===== src/hdl/b64d_pkg.sv =====
// ----------------------------------------------------------------------------
// b64d_pkg
// Shared types and constants of the streaming Base64 decoder.
// ----------------------------------------------------------------------------
package b64d_pkg;

    // Width of the running byte counter; it saturates at all ones.
    localparam int COUNT_BITS  = 16;
    localparam int MAX_RESULTS = 4;
    localparam int RIDX_BITS   = $clog2(MAX_RESULTS);
    localparam int RCOUNT_BITS = $clog2(MAX_RESULTS + 1);
    localparam int QUEUE_DEPTH = 2;
    localparam int QPTR_BITS   = $clog2(QUEUE_DEPTH);
    localparam int QCOUNT_BITS = $clog2(QUEUE_DEPTH + 1);

    // Kind of one input character.
    typedef enum logic [1:0] {
        CH_SEXTET,
        CH_SPACE,
        CH_PAD,
        CH_BAD
    } ch_kind_t;

    typedef struct packed {
        logic [7:0] char_code;
        logic       char_present;
        logic       end_of_input;
    } in_item_t;

    typedef struct packed {
        logic [7:0]  out_byte;
        logic        is_data;
        logic        status;
        logic [15:0] byte_total;
        logic        last_result;
    } out_item_t;

    // All results caused by one input transaction, in delivery order.
    typedef struct packed {
        out_item_t [MAX_RESULTS-1:0] items;
        logic [RCOUNT_BITS-1:0]      n;
    } bundle_t;

    // Saturating add of a small step to the byte counter.
    function automatic logic [COUNT_BITS-1:0] sat_add(input logic [COUNT_BITS-1:0] c,
                                                      input logic [1:0] k);
        logic [COUNT_BITS:0] s;
        s = {1'b0, c} + (COUNT_BITS + 1)'(k);
        if (s[COUNT_BITS])
            return '1;
        return s[COUNT_BITS-1:0];
    endfunction

    // Clamp the counter to the 16-bit reported total.
    function automatic logic [15:0] report_total(input logic [COUNT_BITS-1:0] c);
        logic [32:0] w;
        w = 33'(c);
        if (w > 33'h0_FFFF)
            return 16'hFFFF;
        return w[15:0];
    endfunction

endpackage


===== src/hdl/b64d_front.sv =====
// ----------------------------------------------------------------------------
// b64d_front
// Classifies characters, tracks sextet state and builds the result bundle.
// ----------------------------------------------------------------------------
module b64d_front (
    input  logic                 clk,
    input  logic                 rst_n,
    input  logic                 accept,
    input  b64d_pkg::in_item_t   item,
    output logic                 push,
    output b64d_pkg::bundle_t    bundle
);

    typedef struct packed {
        b64d_pkg::ch_kind_t kind;
        logic [5:0]         value;
    } ch_class_t;

    function automatic ch_class_t classify(input logic [7:0] c);
        ch_class_t r;
        logic [7:0] d;
        r.kind  = b64d_pkg::CH_BAD;
        r.value = '0;
        d       = '0;
        if (c >= 8'h41 && c <= 8'h5A) begin
            d = c - 8'h41;
            r.kind = b64d_pkg::CH_SEXTET;
            r.value = d[5:0];
        end else if (c >= 8'h61 && c <= 8'h7A) begin
            d = c - 8'h61 + 8'd26;
            r.kind = b64d_pkg::CH_SEXTET;
            r.value = d[5:0];
        end else if (c >= 8'h30 && c <= 8'h39) begin
            d = c - 8'h30 + 8'd52;
            r.kind = b64d_pkg::CH_SEXTET;
            r.value = d[5:0];
        end else if (c == 8'h2B || c == 8'h2D) begin
            r.kind = b64d_pkg::CH_SEXTET;
            r.value = 6'd62;
        end else if (c == 8'h2F || c == 8'h5F) begin
            r.kind = b64d_pkg::CH_SEXTET;
            r.value = 6'd63;
        end else if (c == 8'h3D) begin
            r.kind = b64d_pkg::CH_PAD;
        end else if (c == 8'h20 || (c >= 8'h09 && c <= 8'h0D)) begin
            r.kind = b64d_pkg::CH_SPACE;
        end
        return r;
    endfunction

    logic [5:0]                    hold_reg [3];
    logic [5:0]                    hold_next [3];
    logic [1:0]                    count_reg, count_next;
    logic                          pad_reg, pad_next;
    logic                          err_reg, err_next;
    logic [b64d_pkg::COUNT_BITS-1:0] done_reg, done_next;

    ch_class_t                     cls;
    logic                          active;
    logic                          last;
    logic                          quad;
    logic [7:0]                    data_byte [3];
    logic [1:0]                    nd;
    logic [b64d_pkg::COUNT_BITS-1:0] after_data;

    always_comb
    begin
        cls        = classify(item.char_code);
        active     = accept && item.char_present && !pad_reg && !err_reg;
        last       = accept && item.end_of_input;
        hold_next  = hold_reg;
        count_next = count_reg;
        pad_next   = pad_reg;
        err_next   = err_reg;
        quad       = 1'b0;

        if (active)
        begin
            case (cls.kind)
                b64d_pkg::CH_SEXTET:
                begin
                    if (count_reg == 2'd3)
                    begin
                        quad       = 1'b1;
                        count_next = 2'd0;
                    end
                    else
                    begin
                        hold_next[count_reg] = cls.value;
                        count_next           = count_reg + 2'd1;
                    end
                end
                b64d_pkg::CH_PAD:   pad_next = 1'b1;
                b64d_pkg::CH_BAD:   err_next = 1'b1;
                b64d_pkg::CH_SPACE: ;
                default:  ;
            endcase
        end

        // A full quad emits three bytes; otherwise the end flushes leftovers.
        data_byte[2] = {hold_reg[2][1:0], cls.value};
        data_byte[0] = {hold_next[0], hold_next[1][5:4]};
        data_byte[1] = {hold_next[1][3:0], hold_next[2][5:2]};
        nd = 2'd0;
        if (quad)
            nd = 2'd3;
        else if (last && !err_next && count_next == 2'd3)
            nd = 2'd2;
        else if (last && !err_next && count_next == 2'd2)
            nd = 2'd1;

        after_data = b64d_pkg::sat_add(done_reg, nd);

        bundle.n = b64d_pkg::RCOUNT_BITS'(nd) + b64d_pkg::RCOUNT_BITS'(last);
        for (int i = 0; i < b64d_pkg::MAX_RESULTS; i++)
        begin
            bundle.items[i] = '0;
            if (i < 3 && 2'(i) < nd)
            begin
                bundle.items[i].out_byte   = data_byte[i < 3 ? i : 0];
                bundle.items[i].is_data    = 1'b1;
                bundle.items[i].byte_total =
                    b64d_pkg::report_total(b64d_pkg::sat_add(done_reg, 2'(i + 1)));
            end
            else if (3'(i) == {1'b0, nd} && last)
            begin
                bundle.items[i].status     = err_next;
                bundle.items[i].byte_total = b64d_pkg::report_total(after_data);
            end
            bundle.items[i].last_result =
                (b64d_pkg::RCOUNT_BITS'(i) + b64d_pkg::RCOUNT_BITS'(1)) == bundle.n;
        end
        push = accept && (bundle.n != '0);

        done_next = accept ? after_data : done_reg;
        if (last)
        begin
            hold_next  = '{default: '0};
            count_next = '0;
            pad_next   = 1'b0;
            err_next   = 1'b0;
            done_next  = '0;
        end
    end

    always_ff @(posedge clk or negedge rst_n)
    begin
        if (!rst_n)
        begin
            hold_reg  <= '{default: '0};
            count_reg <= '0;
            pad_reg   <= 1'b0;
            err_reg   <= 1'b0;
            done_reg  <= '0;
        end
        else
        begin
            hold_reg  <= hold_next;
            count_reg <= count_next;
            pad_reg   <= pad_next;
            err_reg   <= err_next;
            done_reg  <= done_next;
        end
    end

endmodule


===== src/hdl/b64d_queue.sv =====
// ----------------------------------------------------------------------------
// b64d_queue
// Short bundle queue between the front and back parts.
// ----------------------------------------------------------------------------
module b64d_queue (
    input  logic              clk,
    input  logic              rst_n,
    input  logic              push,
    input  b64d_pkg::bundle_t wr_data,
    input  logic              pop,
    output b64d_pkg::bundle_t rd_data,
    output logic              not_empty,
    output logic              full
);

    b64d_pkg::bundle_t                 entry_reg [b64d_pkg::QUEUE_DEPTH];
    logic [b64d_pkg::QPTR_BITS-1:0]    wr_ptr_reg, wr_ptr_next;
    logic [b64d_pkg::QPTR_BITS-1:0]    rd_ptr_reg, rd_ptr_next;
    logic [b64d_pkg::QCOUNT_BITS-1:0]  count_reg, count_next;

    assign rd_data   = entry_reg[rd_ptr_reg];
    assign not_empty = (count_reg != '0);
    assign full      = (count_reg == b64d_pkg::QCOUNT_BITS'(b64d_pkg::QUEUE_DEPTH));

    function automatic logic [b64d_pkg::QPTR_BITS-1:0] ptr_inc(
        input logic [b64d_pkg::QPTR_BITS-1:0] p);
        if (p == b64d_pkg::QPTR_BITS'(b64d_pkg::QUEUE_DEPTH - 1))
            return '0;
        return p + b64d_pkg::QPTR_BITS'(1);
    endfunction

    always_comb
    begin
        wr_ptr_next = push ? ptr_inc(wr_ptr_reg) : wr_ptr_reg;
        rd_ptr_next = pop ? ptr_inc(rd_ptr_reg) : rd_ptr_reg;
        count_next  = count_reg;
        if (push && !pop)
            count_next = count_reg + b64d_pkg::QCOUNT_BITS'(1);
        else if (pop && !push)
            count_next = count_reg - b64d_pkg::QCOUNT_BITS'(1);
    end

    always_ff @(posedge clk or negedge rst_n)
    begin
        if (!rst_n)
        begin
            wr_ptr_reg <= '0;
            rd_ptr_reg <= '0;
            count_reg  <= '0;
        end
        else
        begin
            wr_ptr_reg <= wr_ptr_next;
            rd_ptr_reg <= rd_ptr_next;
            count_reg  <= count_next;
        end
    end

    // Payload storage needs no reset.
    always_ff @(posedge clk)
    begin
        if (push)
            entry_reg[wr_ptr_reg] <= wr_data;
    end

endmodule


===== src/hdl/b64d_back.sv =====
// ----------------------------------------------------------------------------
// b64d_back
// Serializes queued bundles into single results behind an output register.
// ----------------------------------------------------------------------------
module b64d_back (
    input  logic                  clk,
    input  logic                  rst_n,
    input  b64d_pkg::bundle_t     head,
    input  logic                  head_valid,
    output logic                  pop,
    output logic                  result_valid,
    input  logic                  result_stall,
    output b64d_pkg::out_item_t   result_data
);

    logic [b64d_pkg::RIDX_BITS-1:0] idx_reg, idx_next;
    logic                           valid_reg, valid_next;
    b64d_pkg::out_item_t            data_reg, data_next;
    logic                           load;

    always_comb
    begin
        load = head_valid && (!valid_reg || !result_stall);
        pop  = load && ((b64d_pkg::RCOUNT_BITS'(idx_reg) + b64d_pkg::RCOUNT_BITS'(1))
                        == head.n);
        idx_next   = idx_reg;
        valid_next = valid_reg;
        data_next  = data_reg;
        if (load)
        begin
            data_next  = head.items[idx_reg];
            valid_next = 1'b1;
            idx_next   = pop ? '0 : idx_reg + b64d_pkg::RIDX_BITS'(1);
        end
        else if (!result_stall)
        begin
            valid_next = 1'b0;
        end
    end

    always_ff @(posedge clk or negedge rst_n)
    begin
        if (!rst_n)
        begin
            idx_reg   <= '0;
            valid_reg <= 1'b0;
        end
        else
        begin
            idx_reg   <= idx_next;
            valid_reg <= valid_next;
        end
    end

    always_ff @(posedge clk)
    begin
        data_reg <= data_next;
    end

    assign result_valid = valid_reg;
    assign result_data  = data_reg;

endmodule


===== src/hdl/base64url_stream_decoder.sv =====
// ----------------------------------------------------------------------------
// base64url_stream_decoder
// Streaming Base64 decoder (URL-safe and standard alphabets), one char per item.
// ----------------------------------------------------------------------------
// Input channel char_valid / char_stall / char_data carries one character
// per transaction, with a present flag and an end-of-input mark. Output
// channel result_valid / result_stall / result_data carries one result per
// transaction: a decoded byte, or the end status with the byte count.
// A transaction completes on a clock edge with valid high and stall low.
//
// Each character's results are written to the bundle queue at the edge that
// takes it, then pass through the output register to the port.
// Throughput: one character per cycle while results average at most one per
// character. A quad-completing character makes three results and an end mark
// adds one more; the port drains one per cycle, a two-entry bundle queue
// absorbs the burst, and char_stall rises only while that queue is full.
// Reset clears the decoder state, the queue pointers and the output valid
// flag. When the receiver stalls, the output register holds its result,
// the queue fills, and then char_stall rises.
// ----------------------------------------------------------------------------
module base64url_stream_decoder (
    input  logic                 clk,
    input  logic                 rst_n,
    input  logic                 char_valid,
    output logic                 char_stall,
    input  b64d_pkg::in_item_t   char_data,
    output logic                 result_valid,
    input  logic                 result_stall,
    output b64d_pkg::out_item_t  result_data
);

    logic              accept;
    logic              push;
    logic              pop;
    logic              q_full;
    logic              q_not_empty;
    b64d_pkg::bundle_t wr_bundle;
    b64d_pkg::bundle_t head_bundle;

    // Stall the source only while the queue has no free entry.
    assign char_stall = q_full;
    assign accept     = char_valid && !char_stall;

    // Front: classify, advance sextet state, build results of this transaction.
    b64d_front u_front (
        .clk    (clk),
        .rst_n  (rst_n),
        .accept (accept),
        .item   (char_data),
        .push   (push),
        .bundle (wr_bundle)
    );

    b64d_queue u_queue (
        .clk       (clk),
        .rst_n     (rst_n),
        .push      (push),
        .wr_data   (wr_bundle),
        .pop       (pop),
        .rd_data   (head_bundle),
        .not_empty (q_not_empty),
        .full      (q_full)
    );

    // Back: drain one result per cycle into the output register when not stalled.
    b64d_back u_back (
        .clk          (clk),
        .rst_n        (rst_n),
        .head         (head_bundle),
        .head_valid   (q_not_empty),
        .pop          (pop),
        .result_valid (result_valid),
        .result_stall (result_stall),
        .result_data  (result_data)
    );

endmodule


===== config.mk =====
export PLATFORM = sky130hd
export DESIGN_NAME = base64url_stream_decoder
export DESIGN_NICKNAME = d
export VERILOG_FILES = /design/src/hdl/b64d_pkg.sv /design/src/hdl/b64d_front.sv /design/src/hdl/b64d_queue.sv /design/src/hdl/b64d_back.sv /design/src/hdl/base64url_stream_decoder.sv
export SDC_FILE = /design/constraint.sdc
export NUM_CORES = 1
export LEC_CHECK = 0
export BUFFER_PORTS_ARGS = -buffer_cell sky130_fd_sc_hd__clkbuf_2
export CORE_ASPECT_RATIO = 0.6
export CORE_MARGIN = 1
export CORE_UTILIZATION = 55
export DETAILED_ROUTE_END_ITERATION = 7
export PLACE_DENSITY = 0.72
export SETUP_SLACK_MARGIN = 0.05
export SYNTH_ARGS = -nofsm -noshare
export SYNTH_HDL_FRONTEND = slang
export SYNTH_SLANG_ARGS = --single-unit

===== constraint.sdc =====
create_clock -name clk -period 8.13 [get_ports clk]
set_input_delay 1.2195 -clock clk [delete_from_list [all_inputs] [get_ports clk]]
set_output_delay 1.2195 -clock clk [all_outputs]
set_load 0.01 [all_outputs]

After elaboration in Yosys (flattened, before gate mapping) --
Memory sizes are Yosys's and may differ from the RTL's. Index checks and enable logic that the tools add are counted. Widths: inputs -> output; s select.
Word-level totals: bits in registers 72, RAM bits 204, input port bits 14, output and inout bits 29, logic and storage cells 194, memories 1
Memory list:
- u_queue.entry_reg | depth 2, bits a word 102, rd ports 1, clocked after memory_dff 0, write ports 1, RTL line b64d_queue.sv:16 | b64d_pkg::bundle_t entry_reg [b64d_pkg::QUEUE_DEPTH];
Operators by class: add/sub/neg operators 17, order comparisons 14, equal/unequal tests 22, mux-type cells 76, bitwise logic cells 1, reduce and logical (&&, ||, !) cells 45
Operators by type and width (number):
- $mux 16 | 13
- $mux 18 | 4
- $mux 17 | 4
- $bmux 27 s2 | 1
- $eq 8x6->1 const B | 5
- $add 16x2->17 const B | 2
- $mux 8 | 4
- $mux 1 | 30
- $mux 27 | 1
- $mux 9 | 3
- $mux 2 | 12
- $logic_and 1x1->1 | 22
- $bwmux 18 | 1
- $add 16x1->17 const B | 1
- $add 16x2->17 | 1
- $ge 8x7->1 const B | 2
- $le 8x7->1 const B | 2
- $demux 6 s2 | 1
- $eq 2x2->1 const B | 6
- $mux 6 | 2
- $reduce_bool 2->1 | 6
- $sub 6x6->6 const B | 2
- $eq 8x7->1 const B | 1
- $ge 8x4->1 const B | 1
- 30 further kinds | 48

Logic depth before layout (Yosys ltp) --
word-level depth 26, depth in mapped cells 19, mapped depth without buffers 17

Hierarchy --
Synthesis repeated with hierarchy kept, for this count alone.
Second synthesis, totals: cells, all modules 1046, area total of the unflattened synthesis 14366.3 um^2
By module, submodules not included:
- b64d_queue | instances 1, cells an instance 361, area each 8217.9 um^2, seq. area each 6766.5 um^2
- b64d_front | instances 1, cells an instance 606, area each 4384.2 um^2, seq. area each 950.9 um^2
- b64d_back | instances 1, cells an instance 78, area each 1750.4 um^2, seq. area each 885.8 um^2
- base64url_stream_decoder | instances 1, cells an instance 1, area each 13.8 um^2, seq. area each 0.0 um^2

Worst setup path before layout --
OpenSTA, ideal clock, no wires.
kind in2reg, from input port char_data[2] (netlist bit), to memory u_queue.entry_reg[0][0] (netlist bit) (enable), setup time 0.562 ns, arrival time 7.137 ns, data required time 7.568 ns, path slack 0.431 ns, stages 10, path buffers 1, cells stage by stage inv_1 ha_1 nor2b_1 o211a_1 nor3_2 buf_2 o311ai_4 inv_4 nor2_2 nor2_1
Between the ends: cells in the longest elaborated chain, start to end 24, elaborated cells on any way between the ends 50
RTL lines:
- from (decl) | RTL line base64url_stream_decoder.sv:26 | input b64d_pkg::in_item_t char_data,
- $ge 8x4->1 / $le 8x4->1 (equally long branches) | RTL line b64d_front.sv:45 | end else if (c == 8'h20 || (c >= 8'h09 && c <= 8'h0D)) begin
- $logic_and 1x1->1 | RTL line b64d_front.sv:45
- $logic_or 1x1->1 | RTL line b64d_front.sv:45
- $mux 2 | RTL line b64d_front.sv:45
- $mux 2 | RTL line b64d_front.sv:43 | end else if (c == 8'h3D) begin
- $mux 2 | RTL line b64d_front.sv:40 | end else if (c == 8'h2F || c == 8'h5F) begin
- $mux 8 | RTL line b64d_front.sv:37 | end else if (c == 8'h2B || c == 8'h2D) begin
- $mux 8 | RTL line b64d_front.sv:33 | end else if (c >= 8'h30 && c <= 8'h39) begin
- (+8 left out)
- $mux 1 | RTL line b64d_front.sv:109 | else if (last && !err_next && count_next == 2'd2)
- $mux 2 | RTL line b64d_front.sv:107 | else if (last && !err_next && count_next == 2'd3)
- $mux 2 * | RTL line b64d_front.sv:105 | if (quad)
- $add 2x1->3 * | RTL line b64d_front.sv:114 | bundle.n = b64d_pkg::RCOUNT_BITS'(nd) + b64d_pkg::RCOUNT_BITS'(last);
- $reduce_bool 3->1 * | RTL line b64d_front.sv:133 | push = accept && (bundle.n != '0);
- $logic_and 1x1->1 * | RTL line b64d_front.sv:133
- $mux 1 * | RTL line b64d_queue.sv:62 | if (push)
- $mux 1 (not written as such) * | RTL line b64d_queue.sv:63 | entry_reg[wr_ptr_reg] <= wr_data;
- to (decl) | RTL line b64d_queue.sv:16
Every way passes the cells marked *; elsewhere a longest branch is shown, timed or not.

==> metrics.yaml <==
netlist_top_cells_area: "sky130_fd_sc_hd__edfxtp_1 52%, sky130_fd_sc_hd__dfrtp_1 8.6%, sky130_fd_sc_hd__mux4_2 7.5%"
report.final.slew_viol_count: 0
ys_dominant_reg_cell: "sky130_fd_sc_hd__edfxtp_1"
final-instance-count-excl-fill: 1348
required_ns: 8.38
area_of_the_die_um2: 24500
fin_setup_tns_ns: 0
synthDominantAreaCellType: "sky130_fd_sc_hd__edfxtp_1"
clockBufferDepth: 3
via_count: 8367
holdBufCountCts: 0
crit_chain: "clkbuf_2, inv_1, ha_1, nor2b_1, a2bb2oi_1, o211ai_2, nor4b_4, nor3_2, a21oi_1, o21ai_0, ha_1, fa_1, nand2_1, nor2_1, nand2_1, nor2_1, buf_4, nor3b_1, o21ai_0"
post-synth-top-area-fraction: 0.523
vdd.ir_drop.worst_v: 0.000304
globalRoute.busiestLayer: "met1"
setup_viol: 0
post-place-cells: 1300
ios: 43
final.setup_skew_ns: 0.0202
critical_path.max_fanout: 11
place_worst_setup_slack_ns: 2.05
detail_route.first_pass.iterations: 5
drt_wirelength_um: 29700
grtUsageMet3: 0.0522
max_cap_violations: 0
effective_utilization_at_floorplan: 0.564
grt_pass1_wl_um: 46000
total_count_of_hold_check_failures_in_the_final_report: 0
layout_setup_ws_ns: 2.49
cpPeakStageDelay_ns: 0.55
clock_insertion_delay_worst_skew_ns: 0.54
htree_levels: 1
timing.max_slew.rel_slack: 0.286
crit_slowest_cell: "sky130_fd_sc_hd__nor4b_4"
portBuffers: 42
die_height_um: 122
cp.arrival_ns: 5.89
yosys.cell_count.top_type: "sky130_fd_sc_hd__edfxtp_1"
ys_top_cells_by_count: "229 x sky130_fd_sc_hd__edfxtp_1, 117 x sky130_fd_sc_hd__nor2_1, 50 x sky130_fd_sc_hd__o21ai_0"
mappedNetlistArea_um2: 13100
clkTransAtPathRegs_ns: 0.06
postSynth.asyncResetShare: 0.164
synth-seq-cells: 274
syn_avg_cell_area_um2: 13.4
post_route_cells_drive_above_1_share: 0.185
grt_antenna_before_repair: 0
global_routing_usage_summed_across_all_routing_layers: 0.246
layout-area-overhead-vs-synth_pct: 9.78
ctsResizeCount: 0
detailedRoute.firstIterationViolations: 918
cellLeakagePower_nw: 5.15
setup.worst_path.class: "input port to register"
route.detailed.wl_per_inst_um: 22.0
outcome: "finished clean"
clkSinkCount: 274
sequential_share_of_the_synthesized_area: 0.609
cp-start-kind: "input port"
min_period_over_period: 0.694
placementRows: 43
final_period_minus_worst_setup_slack_ns: 5.64
worst-slew-pin-transition_ns: 1.07
layout.filler_cells: 1779
die_w_um: 202
cellPowerDensity_nw_per_um2: 280
worst_setup_path_end_kind: "register"
syn_inst: 983
grt_use_met2: 0.321
cts_setup_buffers: 0
first_global_vias: 7731
nets: 1051
max_freq_mhz: 177
yosysWarningCount: 0
post_synth_num_cell_types: 74
viasPerCell: 6.21
flip_flop_count_of_the_largest_register_all_copies_and_words_added: 202
diodes_inserted: 0
tritoncts: "yes"
numCtsBuffers: 26
grtUsageMet1: 0.416
maximum_number_of_pins_on_one_net_before_global_route_repair: 102
drt.antenna.violating_nets: 0
detail_route.drc_violations: 0
place_congestion: 0.892
rsz0062_at_grt: "false"
placeableCoreArea_um2: 23300
synth_edf_count: 229
min_path_type: "register to register"
overflow: 0
clock_tree.root_cell: "sky130_fd_sc_hd__clkbuf_16"
hpwl_um: 18700
layout make-up:
cell class | instances | area [um2] | share of cell area
inverter | 33 | 128 | 0.00884
tap | 315 | 394 | 0.0273
sequential | 274 | 8010 | 0.555
clock buffer | 31 | 669 | 0.0464
timing repair buffer | 56 | 328 | 0.0227
multi-input combinational | 622 | 4780 | 0.331
clock inverter | 17 | 129 | 0.00893
layer usage:
layer | wire length (um) | up-vias
li1 | - | 3765
met1 | 14800 | 4161
met2 | 11400 | 386
met3 | 2900 | 55
met4 | 533 | 0
met5 | 0 | -
where the power goes:
part | leakage, nW | total, mW | switching, mW | internal, mW
logic | 1.99 | 1.01 | 0.560 | 0.451
registers | 2.78 | 1.90 | 0.100 | 1.79
clock network | 0.380 | 1.14 | 0.519 | 0.624
total | 5.15 | 4.05 | 1.18 | 2.87
critical path, delay by kind of cell:
kind,cells,cell delay (ns)
adders and majority gates,3,1.11
buffers and inverters,3,0.56
and+or+nand+nor,8,1.87
AOI/OAI and AO/OA,5,1.12
placed cells by master, fill, tap and decap left out, drive strengths merged, types with 4 or more instances in the layout:
master,netlist,layout
xnor2,28,28
nor2b,5,5
or3,4,4
nand3,18,18
a311oi,7,7
inv,31,32
nand2b,6,6
xor2,21,21
o221ai,5,5
o22ai,44,44
mux2i,26,26
o21a,4,4
conb,1,6
o21ai,59,59
ha,23,23
buf,26,14
mux2,24,24
clkinvlp,0,4
clkinv,2,13
a21oi,20,20
nand4,7,7
a31oi,5,5
nand2,52,52
nor2,118,118
mux4,44,44
a211oi,6,6
nor3,20,20
dfrtp,45,45
and2,22,22
edfxtp,229,229
clkbuf,33,73
final timing paths:
check / cells after the start / slack (ns) / from / end
max: 19 / 2.49 / char_data[4] / u_queue.entry_reg[1][61]
min: 2 / 0.51 / u_back.result_valid / u_back.result_valid
max reg2reg: 16 / 2.87 / u_queue.count_reg[0] / u_queue.entry_reg[1][61]
min reg2reg: 2 / 0.51 / u_back.result_valid / u_back.result_valid
max in group asynchronous: 2 / 6.87 / rst_n / u_queue.rd_ptr_reg
min in group asynchronous: 2 / 0.79 / rst_n / u_queue.count_reg[0]
stage by stage:
stage | hold slack, ns | util | total power, mW | cell area (um2)
3_3_place_gp | 0.478 | 0.585 | 2.93 | 13600
4_1_cts | 0.520 | 0.620 | 4.08 | 14400
3_5_place_dp | 0.498 | 0.585 | 2.94 | 13600
5_1_grt | 0.543 | 0.620 | 4.23 | 14400
6_report | 0.513 | 0.620 | 4.05 | 14400
2_1_floorplan | 0.454 | - | 2.63 | 13200
cells by family after synthesis:
kind of cell | Yosys count | synth area share
flops | 274 | 0.609
simple gates | 268 | 0.0968
compound gates | 181 | 0.0921
mux | 94 | 0.116
buf+inv | 92 | 0.0304
xor+xnor | 49 | 0.0326
fa+ha+maj | 24 | 0.0234
other cells | 1 | 0.000285
(Power assumes the default switching activity.)
